**src/rtl/tga_rle_pkg.sv**
```systemverilog
package tga_rle_pkg;

    localparam int MAX_PIXEL_BYTES = 4;

    localparam int PIX_W   = 8 * MAX_PIXEL_BYTES;
    localparam int BPP_W   = 3;
    localparam int TOTAL_W = 32;

    // Register byte addresses on the APB port: index in paddr[3:2].
    localparam int       ADDR_W    = 4;
    localparam bit [1:0] REG_WIDTH  = 2'd0;
    localparam bit [1:0] REG_HEIGHT = 2'd1;
    localparam bit [1:0] REG_BPP    = 2'd2;

    localparam bit [7:0] RUN_FLAG_MIN = 8'd128;
    localparam bit [7:0] RUN_BIAS     = 8'd127;

    typedef enum logic [2:0] {
        PH_HEADER  = 3'b001,
        PH_PIXEL   = 3'b010,
        PH_STOPPED = 3'b100
    } t_phase;

    // Settings as the decoder sees them, already clamped to their valid ranges.
    typedef struct packed {
        logic [TOTAL_W-1:0] total;
        logic [BPP_W-1:0]   bpp;
    } t_cfg;

    typedef struct packed {
        logic [PIX_W-1:0] pixel_value;
        logic [7:0]       repeat_count;
        logic             image_done;
        logic             overflow;
    } t_result;

endpackage

```
**src/rtl/tga_rle_decoder_core.sv**
```systemverilog
// TGA run-length pixel decoder: one compressed byte per word on the slave stream, one
// word per cycle while the output buffer has space. The pixel word of a byte is held in the
// input register and then in the output buffer before it is offered on the master stream.
// A byte is held in the input register, is decoded in a single pass, and its result
// goes into a two-entry output buffer, so input and output stalls are decoupled. Literal
// pixels come out with repeat count 1; a run pixel comes out once with its count. tlast
// marks the word that completes width*height pixels; tuser flags a packet that ran past
// that end. Bytes after the image end are dropped until a word with the start flag.
// Width, height and bytes per pixel are set over APB; the user must do so while the stream is idle (not enforced).
module tga_rle_decoder_core
    import tga_rle_pkg::*;
(
    input  logic                       i_clk,
    input  logic                       i_rst_n,
    input  logic                       psel,
    input  logic                       penable,
    input  logic                       pwrite,
    input  logic [tga_rle_pkg::ADDR_W-1:0] paddr,
    input  logic [31:0]                pwdata,
    output logic [31:0]                prdata,
    output logic                       pready,
    input  logic                       s_axis_tvalid,
    output logic                       s_axis_tready,
    input  logic [7:0]                 s_axis_tdata,   // data_byte
    input  logic                       s_axis_tuser,   // start_req
    output logic                       m_axis_tvalid,
    input  logic                       m_axis_tready,
    output logic [39:0]                m_axis_tdata,   // pixel_value, repeat_count
    output logic                       m_axis_tlast,   // image_done
    output logic                       m_axis_tuser    // overflow
);

    t_cfg    w_cfg;
    logic    w_space;
    logic    w_push;
    t_result w_res;
    t_result w_out;

    tga_rle_regs u_regs (
        .i_clk   (i_clk),
        .i_rst_n (i_rst_n),
        .psel    (psel),
        .penable (penable),
        .pwrite  (pwrite),
        .paddr   (paddr),
        .pwdata  (pwdata),
        .prdata  (prdata),
        .pready  (pready),
        .o_cfg   (w_cfg)
    );

    tga_rle_decode u_decode (
        .i_clk       (i_clk),
        .i_rst_n     (i_rst_n),
        .i_in_valid  (s_axis_tvalid),
        .o_in_ready  (s_axis_tready),
        .i_byte      (s_axis_tdata),
        .i_start     (s_axis_tuser),
        .i_cfg       (w_cfg),
        .i_res_space (w_space),
        .o_res_push  (w_push),
        .o_res       (w_res)
    );

    tga_rle_out_buf u_out_buf (
        .i_clk   (i_clk),
        .i_rst_n (i_rst_n),
        .i_push  (w_push),
        .i_data  (w_res),
        .o_space (w_space),
        .o_valid (m_axis_tvalid),
        .i_ready (m_axis_tready),
        .o_data  (w_out)
    );

    assign m_axis_tdata = {w_out.repeat_count, w_out.pixel_value};
    assign m_axis_tlast = w_out.image_done;
    assign m_axis_tuser = w_out.overflow;

endmodule

```
**src/rtl/tga_rle_regs.sv**
```systemverilog
module tga_rle_regs
    import tga_rle_pkg::*;
(
    input  logic                       i_clk,
    input  logic                       i_rst_n,
    input  logic                       psel,
    input  logic                       penable,
    input  logic                       pwrite,
    input  logic [tga_rle_pkg::ADDR_W-1:0] paddr,
    input  logic [31:0]                pwdata,
    output logic [31:0]                prdata,
    output logic                       pready,
    output t_cfg                       o_cfg
);

    logic [15:0]      r_width;
    logic [15:0]      r_height;
    logic [BPP_W-1:0] r_bpp;
    logic [31:0]      r_total;

    logic [15:0]      w_eff_w;
    logic [15:0]      w_eff_h;
    logic [BPP_W-1:0] w_eff_bpp;
    logic [1:0]       w_index;
    logic             w_wr;

    assign pready  = 1'b1;
    assign w_index = paddr[3:2];
    assign w_wr    = psel && penable && pwrite;

    // A zero dimension counts as one pixel.
    assign w_eff_w = (r_width == 16'd0) ? 16'd1 : r_width;
    assign w_eff_h = (r_height == 16'd0) ? 16'd1 : r_height;

    always_comb begin
        if (r_bpp == '0) begin
            w_eff_bpp = BPP_W'(1);
        end else if (r_bpp > BPP_W'(MAX_PIXEL_BYTES)) begin
            w_eff_bpp = BPP_W'(MAX_PIXEL_BYTES);
        end else begin
            w_eff_bpp = r_bpp;
        end
    end

    always_ff @(posedge i_clk) begin
        if (!i_rst_n) begin
            r_width  <= 16'd1;
            r_height <= 16'd1;
            r_bpp    <= BPP_W'(3);
            r_total  <= 32'd1;
        end else begin
            if (w_wr && pready) begin
                unique case (w_index)
                    REG_WIDTH:  r_width  <= pwdata[15:0];
                    REG_HEIGHT: r_height <= pwdata[15:0];
                    REG_BPP:    r_bpp    <= pwdata[BPP_W-1:0];
                    default: ;
                endcase
            end
            r_total <= w_eff_w * w_eff_h;
        end
    end

    always_comb begin
        unique case (w_index)
            REG_WIDTH:  prdata = {16'd0, r_width};
            REG_HEIGHT: prdata = {16'd0, r_height};
            REG_BPP:    prdata = {{(32-BPP_W){1'b0}}, r_bpp};
            default:    prdata = 32'd0;
        endcase
    end

    assign o_cfg.total = r_total;
    assign o_cfg.bpp   = w_eff_bpp;

endmodule

```
**src/rtl/tga_rle_decode.sv**
```systemverilog
module tga_rle_decode
    import tga_rle_pkg::*;
(
    input  logic       i_clk,
    input  logic       i_rst_n,
    input  logic       i_in_valid,
    output logic       o_in_ready,
    input  logic [7:0] i_byte,
    input  logic       i_start,
    input  t_cfg       i_cfg,
    input  logic       i_res_space,
    output logic       o_res_push,
    output t_result    o_res
);

    logic             r_in_valid;
    logic [7:0]       r_in_byte;
    logic             r_in_start;

    t_phase           r_phase,  n_phase;
    logic [7:0]       r_left,   n_left;
    logic             r_run,    n_run;
    logic [1:0]       r_bip,    n_bip;
    logic [PIX_W-1:0] r_gather, n_gather;
    logic [31:0]      r_done,   n_done;

    logic             w_fire;
    t_phase           w_ph;
    logic [7:0]       w_left;
    logic             w_run;
    logic [1:0]       w_bip;
    logic [PIX_W-1:0] w_gather;
    logic [31:0]      w_done_cnt;
    logic [31:0]      w_remaining;
    logic             w_finished;
    logic [PIX_W-1:0] w_gather_new;
    logic             w_last_byte;
    logic             w_run_ovf;
    logic [7:0]       w_run_count;
    logic [7:0]       w_left_dec;
    logic             w_push;
    t_result          w_res;

    assign w_fire     = r_in_valid && i_res_space;
    assign o_in_ready = !r_in_valid || i_res_space;

    always_ff @(posedge i_clk) begin
        if (!i_rst_n) begin
            r_in_valid <= 1'b0;
        end else if (i_in_valid && o_in_ready) begin
            r_in_valid <= 1'b1;
        end else if (w_fire) begin
            r_in_valid <= 1'b0;
        end
    end

    always_ff @(posedge i_clk) begin
        if (i_in_valid && o_in_ready) begin
            r_in_byte  <= i_byte;
            r_in_start <= i_start;
        end
    end

    // A start word clears the decoder before its own byte is looked at.
    assign w_ph       = r_in_start ? PH_HEADER : r_phase;
    assign w_left     = r_in_start ? 8'd0 : r_left;
    assign w_run      = r_in_start ? 1'b0 : r_run;
    assign w_bip      = r_in_start ? 2'd0 : r_bip;
    assign w_gather   = r_in_start ? '0 : r_gather;
    assign w_done_cnt = r_in_start ? 32'd0 : r_done;

    assign w_finished   = w_done_cnt >= i_cfg.total;
    assign w_remaining  = i_cfg.total - w_done_cnt;
    assign w_gather_new = w_gather | (PIX_W'(r_in_byte) << {w_bip, 3'b000});
    assign w_last_byte  = ({1'b0, w_bip} + 3'd1) >= i_cfg.bpp;
    assign w_run_ovf    = {24'd0, w_left} > w_remaining;
    assign w_run_count  = w_run_ovf ? w_remaining[7:0] : w_left;
    assign w_left_dec   = w_left - 8'd1;

    always_comb begin
        n_phase  = r_phase;
        n_left   = r_left;
        n_run    = r_run;
        n_bip    = r_bip;
        n_gather = r_gather;
        n_done   = r_done;
        w_push   = 1'b0;
        w_res    = '0;
        if (w_fire) begin
            n_phase  = w_ph;
            n_left   = w_left;
            n_run    = w_run;
            n_bip    = w_bip;
            n_gather = w_gather;
            n_done   = w_done_cnt;
            unique case (w_ph)
                PH_HEADER: begin
                    if (w_finished) begin
                        n_phase = PH_STOPPED;
                    end else begin
                        if (r_in_byte < RUN_FLAG_MIN) begin
                            n_run  = 1'b0;
                            n_left = r_in_byte + 8'd1;
                        end else begin
                            n_run  = 1'b1;
                            n_left = r_in_byte - RUN_BIAS;
                        end
                        n_bip    = 2'd0;
                        n_gather = '0;
                        n_phase  = PH_PIXEL;
                    end
                end
                PH_PIXEL: begin
                    if (w_finished) begin
                        n_phase = PH_STOPPED;
                    end else if (!w_last_byte) begin
                        n_gather = w_gather_new;
                        n_bip    = w_bip + 2'd1;
                    end else begin
                        n_bip             = 2'd0;
                        n_gather          = '0;
                        w_push            = 1'b1;
                        w_res.pixel_value = w_gather_new;
                        if (w_run) begin
                            // One word stands for the whole run, cut at the image end.
                            w_res.repeat_count = w_run_count;
                            w_res.overflow     = w_run_ovf;
                            w_res.image_done   = w_run_ovf || ({24'd0, w_left} == w_remaining);
                            n_done             = w_done_cnt + {24'd0, w_run_count};
                            n_left             = 8'd0;
                            n_phase            = w_res.image_done ? PH_STOPPED : PH_HEADER;
                        end else begin
                            w_res.repeat_count = 8'd1;
                            w_res.image_done   = (w_remaining == 32'd1);
                            w_res.overflow     = w_res.image_done && (w_left_dec != 8'd0);
                            n_done             = w_done_cnt + 32'd1;
                            n_left             = w_left_dec;
                            if (w_res.image_done) begin
                                n_phase = PH_STOPPED;
                            end else if (w_left_dec == 8'd0) begin
                                n_phase = PH_HEADER;
                            end
                        end
                    end
                end
                PH_STOPPED: ;
                default: ;
            endcase
        end
    end

    always_ff @(posedge i_clk) begin
        if (!i_rst_n) begin
            r_phase  <= PH_HEADER;
            r_left   <= 8'd0;
            r_run    <= 1'b0;
            r_bip    <= 2'd0;
            r_gather <= '0;
            r_done   <= 32'd0;
        end else begin
            r_phase  <= n_phase;
            r_left   <= n_left;
            r_run    <= n_run;
            r_bip    <= n_bip;
            r_gather <= n_gather;
            r_done   <= n_done;
        end
    end

    assign o_res_push = w_push;
    assign o_res      = w_res;

    a_push_count_nonzero: assert property (@(posedge i_clk) disable iff (!i_rst_n)
        o_res_push |-> (o_res.repeat_count != 8'd0))
        else $error("decoded word with zero repeat count");

    a_overflow_ends_image: assert property (@(posedge i_clk) disable iff (!i_rst_n)
        (o_res_push && o_res.overflow) |-> o_res.image_done)
        else $error("overflow flagged on a word that does not end the image");

    a_done_stops: assert property (@(posedge i_clk) disable iff (!i_rst_n)
        (o_res_push && o_res.image_done) |=> (r_phase == PH_STOPPED))
        else $error("decoder still running after the last pixel");

    a_push_needs_space: assert property (@(posedge i_clk) disable iff (!i_rst_n)
        o_res_push |-> i_res_space)
        else $error("word pushed into a full output buffer");

endmodule

```
**src/rtl/tga_rle_out_buf.sv**
```systemverilog
module tga_rle_out_buf
    import tga_rle_pkg::*;
(
    input  logic    i_clk,
    input  logic    i_rst_n,
    input  logic    i_push,
    input  t_result i_data,
    output logic    o_space,
    output logic    o_valid,
    input  logic    i_ready,
    output t_result o_data
);

    t_result    r_slot [2];
    logic       r_wr_ptr;
    logic       r_rd_ptr;
    logic [1:0] r_count;
    logic       w_pop;

    assign o_valid = r_count != 2'd0;
    assign o_space = r_count != 2'd2;
    assign w_pop   = o_valid && i_ready;
    assign o_data  = r_slot[r_rd_ptr];

    always_ff @(posedge i_clk) begin
        if (!i_rst_n) begin
            r_wr_ptr <= 1'b0;
            r_rd_ptr <= 1'b0;
            r_count  <= 2'd0;
        end else begin
            if (i_push) begin
                r_wr_ptr <= !r_wr_ptr;
            end
            if (w_pop) begin
                r_rd_ptr <= !r_rd_ptr;
            end
            r_count <= r_count + {1'b0, i_push} - {1'b0, w_pop};
        end
    end

    always_ff @(posedge i_clk) begin
        if (i_push) begin
            r_slot[r_wr_ptr] <= i_data;
        end
    end

endmodule
```
**config.mk**
```make
export PLATFORM = sky130hd
export DESIGN_NAME = tga_rle_decoder_core
export DESIGN_NICKNAME = d
export VERILOG_FILES = /design/src/rtl/tga_rle_pkg.sv /design/src/rtl/tga_rle_decoder_core.sv /design/src/rtl/tga_rle_regs.sv /design/src/rtl/tga_rle_decode.sv /design/src/rtl/tga_rle_out_buf.sv
export SDC_FILE = /design/constraint.sdc
export NUM_CORES = 1
export LEC_CHECK = 0
export ABC_AREA = 1
export BUFFER_PORTS_ARGS = -buffer_cell sky130_fd_sc_hd__buf_2
export CAP_MARGIN = 20
export CORE_ASPECT_RATIO = 1.4
export CORE_MARGIN = 8
export CORE_UTILIZATION = 55
export CTS_BUF_LIST = sky130_fd_sc_hd__clkbuf_8
export DETAILED_ROUTE_END_ITERATION = 10
export PLACE_DENSITY = 0.76
export SLEW_MARGIN = 5
export SYNTH_ARGS = -nofsm -noshare
export SYNTH_HDL_FRONTEND = slang
export SYNTH_SLANG_ARGS = --single-unit
```
**constraint.sdc**
```tcl
create_clock -name i_clk -period 6.6 [get_ports i_clk]
set_input_delay 0 -clock i_clk [delete_from_list [all_inputs] [get_ports i_clk]]
set_output_delay 0 -clock i_clk [all_outputs]
set_load 0.005 [all_outputs]
```
# After elaboration in Yosys (flattened, before gate mapping)
# Memories as Yosys holds them, arrays and structs flattened. A register that Yosys moved wholly into a read port is not among the register bits.
# Index checks and enable logic that the tools add are counted.
# W data, S select, Z words.
# totals
register_bits,159
wordCells,120
output_inout_bits,77
mem_bits_rw,84
mem_count,1
# mem_list
memory,words,word_bits,read_ports,rd_ports_with_merged_regs,write_ports,line_no,text
u_out_buf.r_slot,2,42,1,1,1,tga_rle_out_buf.sv:14,t_result r_slot [2];
# op_classes
multipliers,1
n_shift,1
magnitude_cmp,5
n_addsub,10
mux,56
eq_ne,7
bitwise,1
reduce_logical,22
# ops
operator,count
$mux W32,9
$mux W42,4
$pmux W32 S2,1
$mux W8,7
$pmux W16 S3,1
$add A32 B1 Y32 const B,1
$add A32 B8 Y32,1
$eq A32 B1 Y1 const B,1
$eq A8 B32 Y1,1
$ge A32 B32 Y1,1
$gt A8 B32 Y1,1
$logic_not A16 Y1,2
$mul A16 B16 Y32,1
$mux W16,2
$or A32 B32 Y32,1
$shl A8 B5 Y32,1
$sub A32 B32 Y32,1
$mux W3,10
$pmux W8 S2,1
$mux W1,14
$mux W10,1
$add A8 B1 Y8 const B,1
$logic_not A8 Y1,1
$lt A8 B8 Y1 const B,1
24 further kinds,38

# Logic depth before layout (Yosys ltp)
# Gate-level depths: netlist of run 1.
# depth
word_depth,10
mapped_depth,41

# Cells and area by module
# From an unflattened synthesis of run 1, not the netlist that was laid out.
# hier_totals
hier_cells,3457
hier_area_um2,24798.8
# modules_own_cells
mod,n_inst,seq_area_each_um2,area_per_inst_um2,cells_each
tga_rle_regs,1,1341.3,11850.1,1650
tga_rle_decode,1,1851.8,9474.1,1640
tga_rle_out_buf,1,2622.5,3474.6,167

# Least setup slack after synthesis of run 1
# No wires, ideal clock.
# synth_timing
path_type,register -> register
start,register u_regs.r_width[13]
end,register u_regs.r_total[31]
arrival_ns,5.521
path_stages_with_launch,24
period_less_slack_ns,5.646
t_required_ns,6.475
setup_time_ns,0.125
slack_ns,0.954
path_cell_list,dfxtp_1 -> clkbuf_1 -> buf_1 -> nand2_1 -> fa_1 -> fa_1 -> inv_1 -> fa_1 -> fa_1 -> fa_1 -> inv_1 -> fa_1 -> inv_1 -> ha_1 -> a21oi_1 -> o21ai_0 -> a21oi_1 -> nand3_1 -> nand2_1 -> o211ai_1 -> a21oi_1 -> o21ai_0 -> o21ai_0 -> a21oi_1
# synth_between
elab_chain_cells,3
# synth_lines
item,line_no,text
"start, declared",tga_rle_regs.sv:16,logic [15:0] r_width;
"start signal, assigned",tga_rle_regs.sv:54,REG_WIDTH: r_width <= pwdata[15:0];
$logic_not A16 Y1,tga_rle_regs.sv:32,assign w_eff_w = (r_width == 16'd0) ? 16'd1 : r_width;
$mux W16 (*),tga_rle_regs.sv:32,
$mul A16 B16 Y32 (*),tga_rle_regs.sv:60,r_total <= w_eff_w * w_eff_h;
"end signal, assigned",tga_rle_regs.sv:60,
"end, declared",tga_rle_regs.sv:19,logic [31:0] r_total;
# Mark *: on every way between the ends. The rest lies on a longest branch, timed or not.
# A chain may end at the register's enable or synchronous reset.

# Worst setup path after layout of run 1
# layout_timing
start,register u_regs.r_width[12]
end,register u_regs.r_total[26]
# Same word-level chain as after synthesis.

==> metrics.cfg, run 1 <==
[power]
vdd_drop_max_uv=151
power_density_mw_per_mm2=151
p_leak_nw=12.9

[synth]
synth_top_area_cell=fa_1
mappedNetlistArea_mm2=0.0233
synth_cell_types=59
avgSynthCellArea_um2=7.28
ys_seq_elements=244
syn_inst=3201
yosys.area.top_type_share_pct=16.8
ys_top_cells_by_area=fa_1, dfxtp_1, nand2_1, edfxtp_1, inv_1
synth_warnings=0
ys_seq_area_share_pct=25.0

[route]
post_drt_wl_per_cell_um=17.1
first_pass_iters=6
antenna_left=0
drt_wl_total_um=66200
post_drt_via_cell_ratio=5.38
drc=0
vias=20800
drtIter0Drc=1267

[timing]
report.final.slew_viol_count=0
finalWorstSetupSlack_ps=262
clock_skew_ps=41.0
setup_viol=0
worstMarginPinSlew_ps=989
rsz0062_at_grt=no
final_hold_viol_count=0
min_period_over_period_pct=96.0
timing.fmax_mhz=158
setup_tns_ps=0
min_period_ps=6340
slew_headroom_pct=34.0

[clocking]
clkLatencyLatePin_ps=600
cts_root_buf=clkbuf_8
ctsHtreeMaxLevel=2
cts_made_buffers=39
clock_sinks=244
clk_pin_slew_worst_paths_ps=60
cts_tree=built
clockBufferDepth=3
cts_setup_buffers=0

[critical_path]
endpoint_kind=flop
crit_path_frequent_cell=fa_1
crit_required_ps=7050
start_kind=flop
cp_slowest_cell=a21boi_0
criticalPathCategory=flop to flop
worstPathCellList=nor4_2 > nand4_1 > nand2_1 > nand2_1 > fa_1 > fa_1 > inv_1 > fa_1 > fa_1 > fa_1 > inv_1 > fa_1 > inv_1 > ha_1 > a21oi_1 > inv_1 > a21oi_1 > a21boi_0 > nor2_1 > nand2_1 > o211ai_1 > o21ai_0 > a21oi_1
slowest_delay_ps=570
crit_fanout=5
cp.arrival_ps=6790
ff2ff_setup_slack_ps=260

[grt]
first_global_vias=21600
antenna_found_initial=2
grt_max_degree=85
grt_overflow=0
grtUsageTotal_pct=27.0
grt_pass1_wl_um=107000

[finish]
finalNetCount=3695
area_growth_pct=9.32
drive_above_1_share_pct=8.72
post-route-util_pct=60.7
fin_area_mm2=0.0255

[die]
ios=129
die_area_mm2=0.0493
core-area_mm2=0.0420
start_util_pct=55.5
die_width_um=190
die_h_um=259
num_rows=89

[hold_path]
hold_path.class=primary input to flop

[run]
drv_cap=0

[placement]
pre_cts_ws_ps=152
place_area_mm2=0.0242
gp_congestion=0.970
dp_hpwl_um=52100
numPortBuffers=93

[outcome]
status=finished clean

## cells in the final DEF, fill, tap and decap left out, types with 33 or more instances in the layout
| cell type | n |
|---|---|
| nand2_1 | 801 |
| inv_1 | 690 |
| nor2_1 | 257 |
| a21oi_1 | 205 |
| fa_1 | 196 |
| ha_1 | 162 |
| dfxtp_1 | 150 |
| o21ai_0 | 129 |
| buf_2 | 93 |
| edfxtp_1 | 93 |
| nand3_1 | 77 |
| clkbuf_8 | 43 |
| mux2_2 | 42 |
| buf_4 | 39 |
| nor3_1 | 36 |
| dlygate4sd3_1 | 36 |
| nand4_1 | 33 |
## worst max-delay path, delay by kind of cell, from the launching register on
kind            cells  cell delay (ps)
flops               1              320
simple gates        6             1210
buf+inv             4              210
fa+ha+maj           7             3210
compound gates      6             1270
## metrics by stage
stage | hold slack (ps) | cells | power (mW)
finish | 66.3 | 3864 | 3.84
global route | 75.5 | 3864 | 4.01
CTS | 15.2 | 3862 | 3.85
detailed placement | 178 | 3754 | 2.35
global placement | 178 | 3754 | 2.33
floorplan | 98.9 | 3216 | 2.16
## flip-flops by register name, summed over array words and instances, names as in the netlist, 2 cells and up, named ones only
signal              cells
u_decode.r_left         8
u_regs.r_total         32
u_decode.r_in_byte      8
u_decode.r_phase        3
u_out_buf.r_count       2
u_out_buf.r_slot       84
u_decode.r_bip          2
u_decode.r_gather      32
u_regs.r_bpp            3
u_decode.r_done        32
u_regs.r_height        16
u_regs.r_width         16
## worst paths after layout
path / from / end / cells past startpoint
max: u_regs.r_width[12]$_SDFFE_PN0P_ / u_regs.r_total[26]$_SDFF_PN0_ / 23
min: pwrite / u_regs.r_width[7]$_SDFFE_PN0P_ / 5
max reg2reg: u_regs.r_width[12]$_SDFFE_PN0P_ / u_regs.r_total[26]$_SDFF_PN0_ / 23
min reg2reg: u_decode.r_gather[4]$_SDFFE_PN0P_ / u_decode.r_gather[4]$_SDFFE_PN0P_ / 2
## power by group
group / internal (mW) / total, mW / switching, mW
Sequential: 1.58 / 1.62 / 0.0433
Clock: 0.849 / 1.49 / 0.646
Combinational: 0.229 / 0.720 / 0.491
## cells in the mapped netlist, drive strengths merged
| master | count |
|---|---|
| o21bai | 2 |
| nor3 | 41 |
| o22ai | 6 |
| buf | 48 |
| a22oi | 3 |
| and2 | 3 |
| o21a | 15 |
| or2 | 2 |
| nand3 | 80 |
| clkinv | 6 |
| a31oi | 11 |
| o31ai | 11 |
| xor2 | 18 |
| ha | 162 |
| o21ai | 132 |
| a21o | 4 |
| xnor2 | 9 |
| a211oi | 2 |
| o211ai | 18 |
| o2111ai | 1 |
| a22o | 2 |
| a21boi | 2 |
| fa | 196 |
| nand4 | 35 |
| nor3b | 2 |
| mux2 | 42 |
| o221ai | 4 |
| a211o | 1 |
| edfxtp | 93 |
| a21oi | 208 |
| nor2 | 272 |
| inv | 694 |
| dfxtp | 151 |
| nor4 | 15 |
| nand3b | 1 |
| o211a | 1 |
| clkbuf | 92 |
| nand2 | 814 |
| conb | 2 |
## area by class of cell
type / instances / area, um^2
multi-input cells: 2132 / 14300
fillers: 3775 / 16500
clock buffers: 43 / 592
clock inverters: 29 / 302
inverters: 700 / 2630
repair buffers: 168 / 1120
well taps: 546 / 683
diodes: 2 / 5.00
flip-flops and latches: 244 / 5820
## logic make-up (layout without fill, tap and decap cells)
group / after synthesis / after routing / share of synthesized area [%]
adders and majority gates: 358 / 358 / 25.5
xor gates and xnor gates: 27 / 27 / 1.02
and+or+nand+nor: 1265 / 1265 / 22.4
AOI/OAI and AO/OA: 423 / 423 / 9.98
buffers and inverters: 840 / 940 / 14.0
other: 2 / 19 / 0.0322
muxes: 42 / 42 / 2.03
DFF: 244 / 244 / 25.0
## per-layer routing
layer	wire, um	up-vias	GRT usage, %
met4	4550	0	18.0
li1	-	10000	-
met2	35100	754	50.8
met3	3260	268	3.62
met5	0	-	0
met1	23300	9753	27.2
## what timing repair did
action / in CTS / in global routing
gates resized for setup: 0 / 4
endpoints found under the setup margin: 0 / 5
hold buffers: 36 / 0
hold endpoints to repair: 48 / 0
Power figures use the tool's default switching activity.
==> run 2, diff against run 1 <==
- CORE_MARGIN: 8 -> 2
==> run 2 against run 1 <==
Against the previous run: die area decreased by 11%; maximum frequency decreased by 1.1%; sequential share of layout area about the same; via count increased by 0.37%; critical path type unchanged; critical endpoint is now u_regs.r_total[31]$_SDFF_PN0_; highest routed layer unchanged.
==> metrics.cfg, run 2 (same netlist as run 1, synthesis figures left out) <==
[outcome]
status=finished clean  ; unchanged

[grt]
grt_pass1_wl_um=103000  ; was 107000 um
antenna_found_initial=0  ; was 2
grt_max_degree=87  ; was 85
grt_overflow=0  ; unchanged
first_global_vias=21200  ; was 21600
grtUsageTotal_pct=29.7  ; was 27.0%

[hold_path]
worstHoldStart=s_axis_tdata[6]  ; was pwrite
hold_path.class=primary input to flop  ; unchanged
hold_end=u_decode.r_in_byte[6]$_DFFE_PP_  ; was u_regs.r_width[7]$_SDFFE_PN0P_
hold_depth=2  ; was 5

[clocking]
clockBufferDepth=3  ; unchanged
cts_made_buffers=40  ; was 39
clk_pin_slew_worst_paths_ps=60  ; about the same
clock_sinks=244  ; unchanged
cts_tree=built  ; unchanged
clkLatencyLatePin_ps=610  ; was 600 ps
cts_root_buf=clkbuf_8  ; unchanged
ctsHtreeMaxLevel=2  ; unchanged

[timing]
min_period_ps=6410  ; was 6340 ps
hold_ws_ps=113  ; was 66.3 ps
final_hold_viol_count=0  ; unchanged
report.final.slew_viol_count=0  ; unchanged
timing.fmax_mhz=156  ; was 158 MHz
setup_tns_ps=0  ; unchanged
worstMarginPinSlew_ps=993  ; was 989 ps
clock_skew_ps=47.4  ; was 41.0 ps
slew_headroom_pct=33.7  ; was 34.0%
setup_viol=0  ; unchanged
rsz0062_at_grt=no  ; unchanged
finalWorstSetupSlack_ps=192  ; was 262 ps
min_period_over_period_pct=97.1  ; was 96.0%

[finish]
drive_above_1_share_pct=8.79  ; was 8.72%
largest_reg_flops=84  ; unchanged
layout_commonest_cell=nand2_1  ; unchanged
finalNetCount=3700  ; was 3695
post-route-util_pct=60.5  ; was 60.7%
final_cell_mix=nand2_1, inv_1, nor2_1  ; unchanged
regMostFlops=u_out_buf.r_slot  ; unchanged
fin_area_mm2=0.0254  ; was 0.0255 mm^2
finalNonFillerCells=3868  ; was 3864
area_growth_pct=9.10  ; was 9.32%
n_fill_cell=3757  ; was 3775

[power]
p_leak_nw=12.8  ; was 12.9 nW
internal_power_mw=2.54  ; was 2.66 mW
seqPwrFrac_pct=43.6  ; was 42.3%
switching_power_mw=1.18  ; about the same
power_density_mw_per_mm2=147  ; was 151 mW/mm^2
clock_power_share_pct=37.0  ; was 38.9%
vdd_drop_max_uv=154  ; was 151 uV
switching_share_pct=31.8  ; was 30.7%
p_comb_share_pct=19.4  ; was 18.8%
power_mw=3.72  ; was 3.84 mW

[placement]
pre_cts_ws_ps=286  ; was 152 ps
place_area_mm2=0.0242  ; about the same
gp_congestion=1.00  ; was 0.970
numPortBuffers=93  ; unchanged
dp_hpwl_um=50800  ; was 52100 um
dp_cells=3757  ; was 3754

[critical_path]
ff2ff_setup_slack_ps=190  ; was 260 ps
slowest_delay_ps=500  ; was 570 ps
crit_path_frequent_cell=fa_1  ; unchanged
endpoint_kind=flop  ; unchanged
r2r_end=u_regs.r_total[31]$_SDFF_PN0_  ; was u_regs.r_total[26]$_SDFF_PN0_
r2r_start=u_regs.r_width[12]$_SDFFE_PN0P_  ; unchanged
cp.arrival_ps=6860  ; was 6790 ps
cp_slowest_cell=fa_1  ; was a21boi_0
worstPathCellList=nor4_2 > nand4_1 > nand2_1 > nand2_1 > fa_1 > fa_1 > inv_1 > fa_1 > fa_1 > inv_1 > fa_1 > fa_1 > inv_1 > ha_1 > a21oi_1 > o21ai_0 > a21oi_1 > nand3_1 > nand2_1 > o211ai_1 > a21oi_1 > o21ai_0 > o21ai_0 > a21oi_1  ; was nor4_2 > nand4_1 > nand2_1 > nand2_1 > fa_1 > fa_1 > inv_1 > fa_1 > fa_1 > fa_1 > inv_1 > fa_1 > inv_1 > ha_1 > a21oi_1 > inv_1 > a21oi_1 > a21boi_0 > nor2_1 > nand2_1 > o211ai_1 > o21ai_0 > a21oi_1
crit_fanout=5  ; unchanged
start_kind=flop  ; unchanged
criticalPathCategory=flop to flop  ; unchanged
reg2reg_depth=24  ; was 23
crit_required_ps=7050  ; about the same

[route]
wl_met2_um=34000  ; was 35100 um
drtIter0Drc=1336  ; was 1267
drt_wl_total_um=64900  ; was 66200 um
antenna_left=0  ; unchanged
first_pass_iters=6  ; unchanged
dr.max_layer_used=met4  ; unchanged
drc=0  ; unchanged
post_drt_via_cell_ratio=5.40  ; was 5.38
m1WireLength_um=23300  ; about the same
post_drt_wl_per_cell_um=16.8  ; was 17.1 um
wl_met3_um=3200  ; was 3260 um
vias=20900  ; was 20800

[die]
die_width_um=178  ; was 190 um
num_rows=89  ; unchanged
ios=129  ; unchanged
start_util_pct=55.5  ; unchanged
die_area_mm2=0.0440  ; was 0.0493 mm^2
die_h_um=247  ; was 259 um
core-area_mm2=0.0420  ; unchanged

[run]
drv_cap=0  ; unchanged

==> run 2: cell count changes in the layout (fill, tap and decap cells not counted), sizes merged <==
cell / previous run / this run
dlygate4sd3: 36 / 37
clkbuf: 43 / 46
diode: 2 / 1
clkinv: 16 / 22
buf: 132 / 135
bufinv: 6 / 2
inv: 706 / 702
==> run 2: worst max-delay path by stage <==
stage                                    start                               end  slack, ps  cells after the start
2_1_floorplan  u_regs.r_width[13]$_SDFFE_PN0P_     u_regs.r_total[31]$_SDFF_PN0_        950                     23
3_3_place_gp   u_regs.r_width[12]$_SDFFE_PN0P_     u_regs.r_total[31]$_SDFF_PN0_        260                     26
3_5_place_dp   u_regs.r_width[12]$_SDFFE_PN0P_     u_regs.r_total[31]$_SDFF_PN0_        290                     26
4_1_cts        u_regs.r_width[12]$_SDFFE_PN0P_     u_regs.r_total[31]$_SDFF_PN0_        260                     26
5_1_grt          u_decode.r_in_start$_DFFE_PP_  u_decode.r_done[27]$_SDFFE_PN0P_         30                     33
6_report       u_regs.r_width[12]$_SDFFE_PN0P_     u_regs.r_total[31]$_SDFF_PN0_        190                     24
==> run 2: power by group through the flow <==
stage / combinational (mW) / sequential (mW) / clock [mW]
5_1_grt: 0.808 / 1.62 / 1.46
3_5_place_dp: 0.693 / 1.65 / 0
2_1_floorplan: 0.537 / 1.62 / 0
6_report: 0.723 / 1.62 / 1.38
4_1_cts: 0.712 / 1.62 / 1.40
3_3_place_gp: 0.677 / 1.65 / 0
==> run 2: what timing repair did <==
action / in CTS / in global routing
resized for setup: 0 / 2
endpoints found under the hold margin: 47 / 0
buffers inserted: 0 / 0
endpoints found under the setup margin: 0 / 4
hold buffers: 37 / 0
==> run 2: final cells by class <==
class / count / area [um^2] / share of cell area (%)
multi-input combinational: 2132 / 14300 / 56.3
sequential: 244 / 5820 / 22.9
inverter: 700 / 2630 / 10.3
timing repair buffer: 172 / 1150 / 4.53
tap: 546 / 683 / 2.69
clock buffer: 46 / 633 / 2.49
clock inverter: 27 / 191 / 0.753
antenna: 1 / 2.50 / 0.00985
==> run 2: routing by layer <==
metal,global-route usage (%),up-vias
met2,56.2,803
met1,30.8,9754
met5,0,-
met3,3.28,261
li1,-,10100
met4,18.9,0
==> run 2: worst max-delay path: cells and delay by family (launching register included) <==
family | cells | cell delay (ps)
adders and majority gates | 7 | 3100
and+or+nand+nor | 6 | 1360
AOI/OAI and AO/OA | 8 | 1340
DFF | 1 | 320
buffers and inverters | 3 | 180
==> run 3, diff against run 2 <==
- SYNTH_HIERARCHICAL: unset -> 1
==> run 3 against run 2 <==
Against the previous run: synthesized area grew 6.5%; synthesized cell count grew 8.0%; die area grew 6.3%; count of clock-buffer cells in the layout grew 4; sequential share of layout area shrank 1.2 points; sequential cell count is the same; global-route usage shrank 1.3 points; maximum frequency grew 7.1%; worst setup slack gained 430 ps; power grew 10%; critical path type unchanged; highest routed layer unchanged.
==> metrics.cfg, run 3 <==
[timing]
min_period_over_period_pct=90.6  ; was 97.1%
setup_viol=0  ; unchanged
worstMarginPinSlew_ps=965  ; was 993 ps
finalWorstSetupSlack_ps=618  ; was 192 ps
min_period_ps=5980  ; was 6410 ps
setup_tns_ps=0  ; unchanged
rsz0062_at_grt=no  ; unchanged
clock_skew_ps=47.6  ; was 47.4 ps
timing.fmax_mhz=167  ; was 156 MHz
report.final.slew_viol_count=0  ; unchanged
slew_headroom_pct=35.6  ; was 33.7%
final_hold_viol_count=0  ; unchanged

[synth]
ys_seq_elements=244  ; unchanged
synth_xor_area_share_pct=1.48  ; was 1.02%
ys_seq_area_share_pct=23.5  ; was 25.0%
synthFlopType=dfxtp_1  ; unchanged
yosys.area_share.simple_pct=26.0  ; was 22.4%
avgSynthCellArea_um2=7.17  ; was 7.28 um^2
synthMuxAreaShare_pct=2.51  ; was 2.03%
synth_cell_types=63  ; was 59
async_flop_share_pct=0  ; unchanged
synth_compound_area_share_pct=7.57  ; was 9.98%
mappedNetlistArea_mm2=0.0248  ; was 0.0233 mm^2
synth_warnings=6  ; was 0
synth_common_cells=nand2_1, inv_1, nor2_1  ; unchanged
yosys.area.top_type_share_pct=15.8  ; was 16.8%
ys_top_cells_by_area=fa_1, nand2_1, dfxtp_1, inv_1, edfxtp_1  ; was fa_1, dfxtp_1, nand2_1, edfxtp_1, inv_1
synthAdderAreaFrac_pct=24.0  ; was 25.5%
syn_inst=3457  ; was 3201
synth_top_area_cell=fa_1  ; unchanged
synth_edf_count=93  ; unchanged
synth.most_common_cell=nand2_1  ; unchanged
synth_top_family_by_area=simple AND/OR/NAND/NOR gates  ; was adder cells

[critical_path]
crit_fanout=19  ; was 5
crit_family=adder cells  ; unchanged
slowest_delay_ps=620  ; was 500 ps
cp.depth=22  ; was 24
r2r_end=u_regs/r_total[29]$_SDFF_PN0_  ; was u_regs.r_total[31]$_SDFF_PN0_
endpoint_kind=flop  ; unchanged
worstPathCellList=nor4_2 > nand4_1 > nand2_2 > nand2_1 > fa_1 > fa_1 > inv_1 > fa_1 > fa_1 > fa_1 > inv_1 > fa_1 > inv_1 > ha_1 > nand2_1 > nor2_1 > nand2_1 > nor2_1 > nand2_1 > nand3_1 > nand2_1 > nor2_1  ; was nor4_2 > nand4_1 > nand2_1 > nand2_1 > fa_1 > fa_1 > inv_1 > fa_1 > fa_1 > inv_1 > fa_1 > fa_1 > inv_1 > ha_1 > a21oi_1 > o21ai_0 > a21oi_1 > nand3_1 > nand2_1 > o211ai_1 > a21oi_1 > o21ai_0 > o21ai_0 > a21oi_1
crit_path_frequent_cell=fa_1  ; unchanged
r2r_start=u_regs/r_width[11]$_SDFFE_PN0P_  ; was u_regs.r_width[12]$_SDFFE_PN0P_
crit_required_ps=7120  ; was 7050 ps
start_kind=flop  ; unchanged
cp.arrival_ps=6500  ; was 6860 ps
reg2reg_depth=22  ; was 24
crit_end=u_regs/r_total[29]$_SDFF_PN0_  ; was u_regs.r_total[31]$_SDFF_PN0_
criticalPathCategory=flop to flop  ; unchanged
cp.buffers_inverters=3  ; unchanged
cp_slowest_cell=dfxtp_1  ; was fa_1
ff2ff_setup_slack_ps=620  ; was 190 ps
setup.worst_path.start=u_regs/r_width[11]$_SDFFE_PN0P_  ; was u_regs.r_width[12]$_SDFFE_PN0P_

[die]
die_width_um=183  ; was 178 um
num_rows=92  ; was 89
ios=129  ; unchanged
die_h_um=255  ; was 247 um
die_area_mm2=0.0468  ; was 0.0440 mm^2
start_util_pct=55.4  ; was 55.5%
core-area_mm2=0.0448  ; was 0.0420 mm^2

[route]
post_drt_via_cell_ratio=5.28  ; was 5.40
first_pass_iters=7  ; was 6
antenna_left=0  ; unchanged
drc=0  ; unchanged
post_drt_wl_per_cell_um=15.8  ; was 16.8 um
vias=21800  ; was 20900
drt_wl_total_um=65200  ; was 64900 um
drtIter0Drc=1388  ; was 1336

[hold_path]
hold_path.class=primary input to flop  ; unchanged

[grt]
grt_overflow=0  ; unchanged
grt_pass1_wl_um=106000  ; was 103000 um
grt_max_degree=87  ; unchanged
grtUsageTotal_pct=28.4  ; was 29.7%
first_global_vias=22200  ; was 21200
antenna_found_initial=1  ; was 0

[clocking]
clkLatencyLatePin_ps=630  ; was 610 ps
clock_sinks=244  ; unchanged
cts_tree=built  ; unchanged
holdBufCountCts=39  ; was 37
ctsResizeCount=0  ; unchanged
cts_root_buf=clkbuf_8  ; unchanged
cts_setup_buffers=0  ; unchanged
clk_pin_slew_worst_paths_ps=60  ; about the same
clockBufferDepth=3  ; unchanged
ctsHtreeMaxLevel=2  ; unchanged
cts_made_buffers=40  ; unchanged

[placement]
numPortBuffers=93  ; unchanged
dp_hpwl_um=50200  ; was 50800 um
gp_congestion=0.977  ; was 1.00
pre_cts_ws_ps=714  ; was 286 ps
dp_cells=4020  ; was 3757

[run]
drv_cap=0  ; unchanged

[finish]
layout_commonest_cell=nand2_1  ; unchanged
area_growth_pct=8.00  ; was 9.10%
regMostFlops=u_out_buf/r_slot  ; was u_out_buf.r_slot
finalNetCount=3947  ; was 3700
largest_reg_flops=84  ; unchanged
drive_above_1_share_pct=9.53  ; was 8.79%
finalNonFillerCells=4133  ; was 3868
final_cell_mix=nand2_1, inv_1, nor2_1  ; unchanged

[power]
power_mw=4.10  ; was 3.72 mW
vdd_drop_max_uv=144  ; was 154 uV
p_leak_nw=14.2  ; was 12.8 nW
power_density_mw_per_mm2=153  ; was 147 mW/mm^2

[outcome]
status=finished clean  ; unchanged

==> run 3: cell types whose count changed in the layout (fill, tap and decap cells not counted), sizes merged, moves of 7 or more <==
cell	change
nand2	+150
inv	+80
nor2	+68
a21oi	-47
nand3	+37
o21ai	-30
clkinv	-15
o21a	-12
buf	-9
xnor2	+9
a221oi	+8
a31oi	-7
==> run 3: final cells by class <==
cell class,count,area (um^2)
Tap cell,564,706
Clock inverter,23,211
Fill cell,4133,18000
Clock buffer,50,688
Multi-Input combinational cell,2312,15300
Antenna cell,1,2.50
Inverter,774,2910
Timing Repair Buffer,165,1100
Sequential cell,244,5820
==> run 3: logic make-up after synthesis <==
kind of cell / count (synthesis)
simple gates: 1524
buf+inv: 916
fa+ha+maj: 358
compound gates: 329
flops: 244
xor+xnor: 42
mux: 42
other cells: 2
==> run 3: power breakdown <==
| part | switching, mW | internal [mW] |
|---|---|---|
| sequential | 0.0393 | 1.59 |
| combinational | 0.649 | 0.334 |
| clock | 0.645 | 0.843 |
==> run 3: worst min path at each step <==
stage,from,end,slack (ps),cells past startpoint
floorplan,i_rst_n,u_out_buf/r_count[0]$_SDFF_PN0_,90,2
global placement,s_axis_tdata[5],u_decode/r_in_byte[5]$_DFFE_PP_,180,1
detailed placement,s_axis_tdata[2],u_decode/r_in_byte[2]$_DFFE_PP_,180,1
CTS,paddr[3],u_regs/r_width[0]$_SDFFE_PN1P_,110,6
global route,s_axis_tdata[0],u_decode/r_in_byte[0]$_DFFE_PP_,120,2
finish,s_axis_tdata[4],u_decode/r_in_byte[4]$_DFFE_PP_,120,2
==> run 3: metrics by stage <==
step	utilization, %	area [um^2]	hold WS (ps)
after floorplan	-	24900	93.5
after global placement	56.9	25500	183
after detailed placement	56.9	25500	178
after CTS	59.8	26800	108
after global routing	59.8	26800	120
final	59.8	26800	124
==> run 3: per-layer routing <==
metal / vias to the layer above / part of all wire [%] / track usage, %
li1: 10700 / - / -
met1: 10200 / 37 / 28.7
met2: 715 / 52 / 54.1
met3: 246 / 4.9 / 4.31
met4: 0 / 6.4 / 18.2
met5: - / 0 / 0
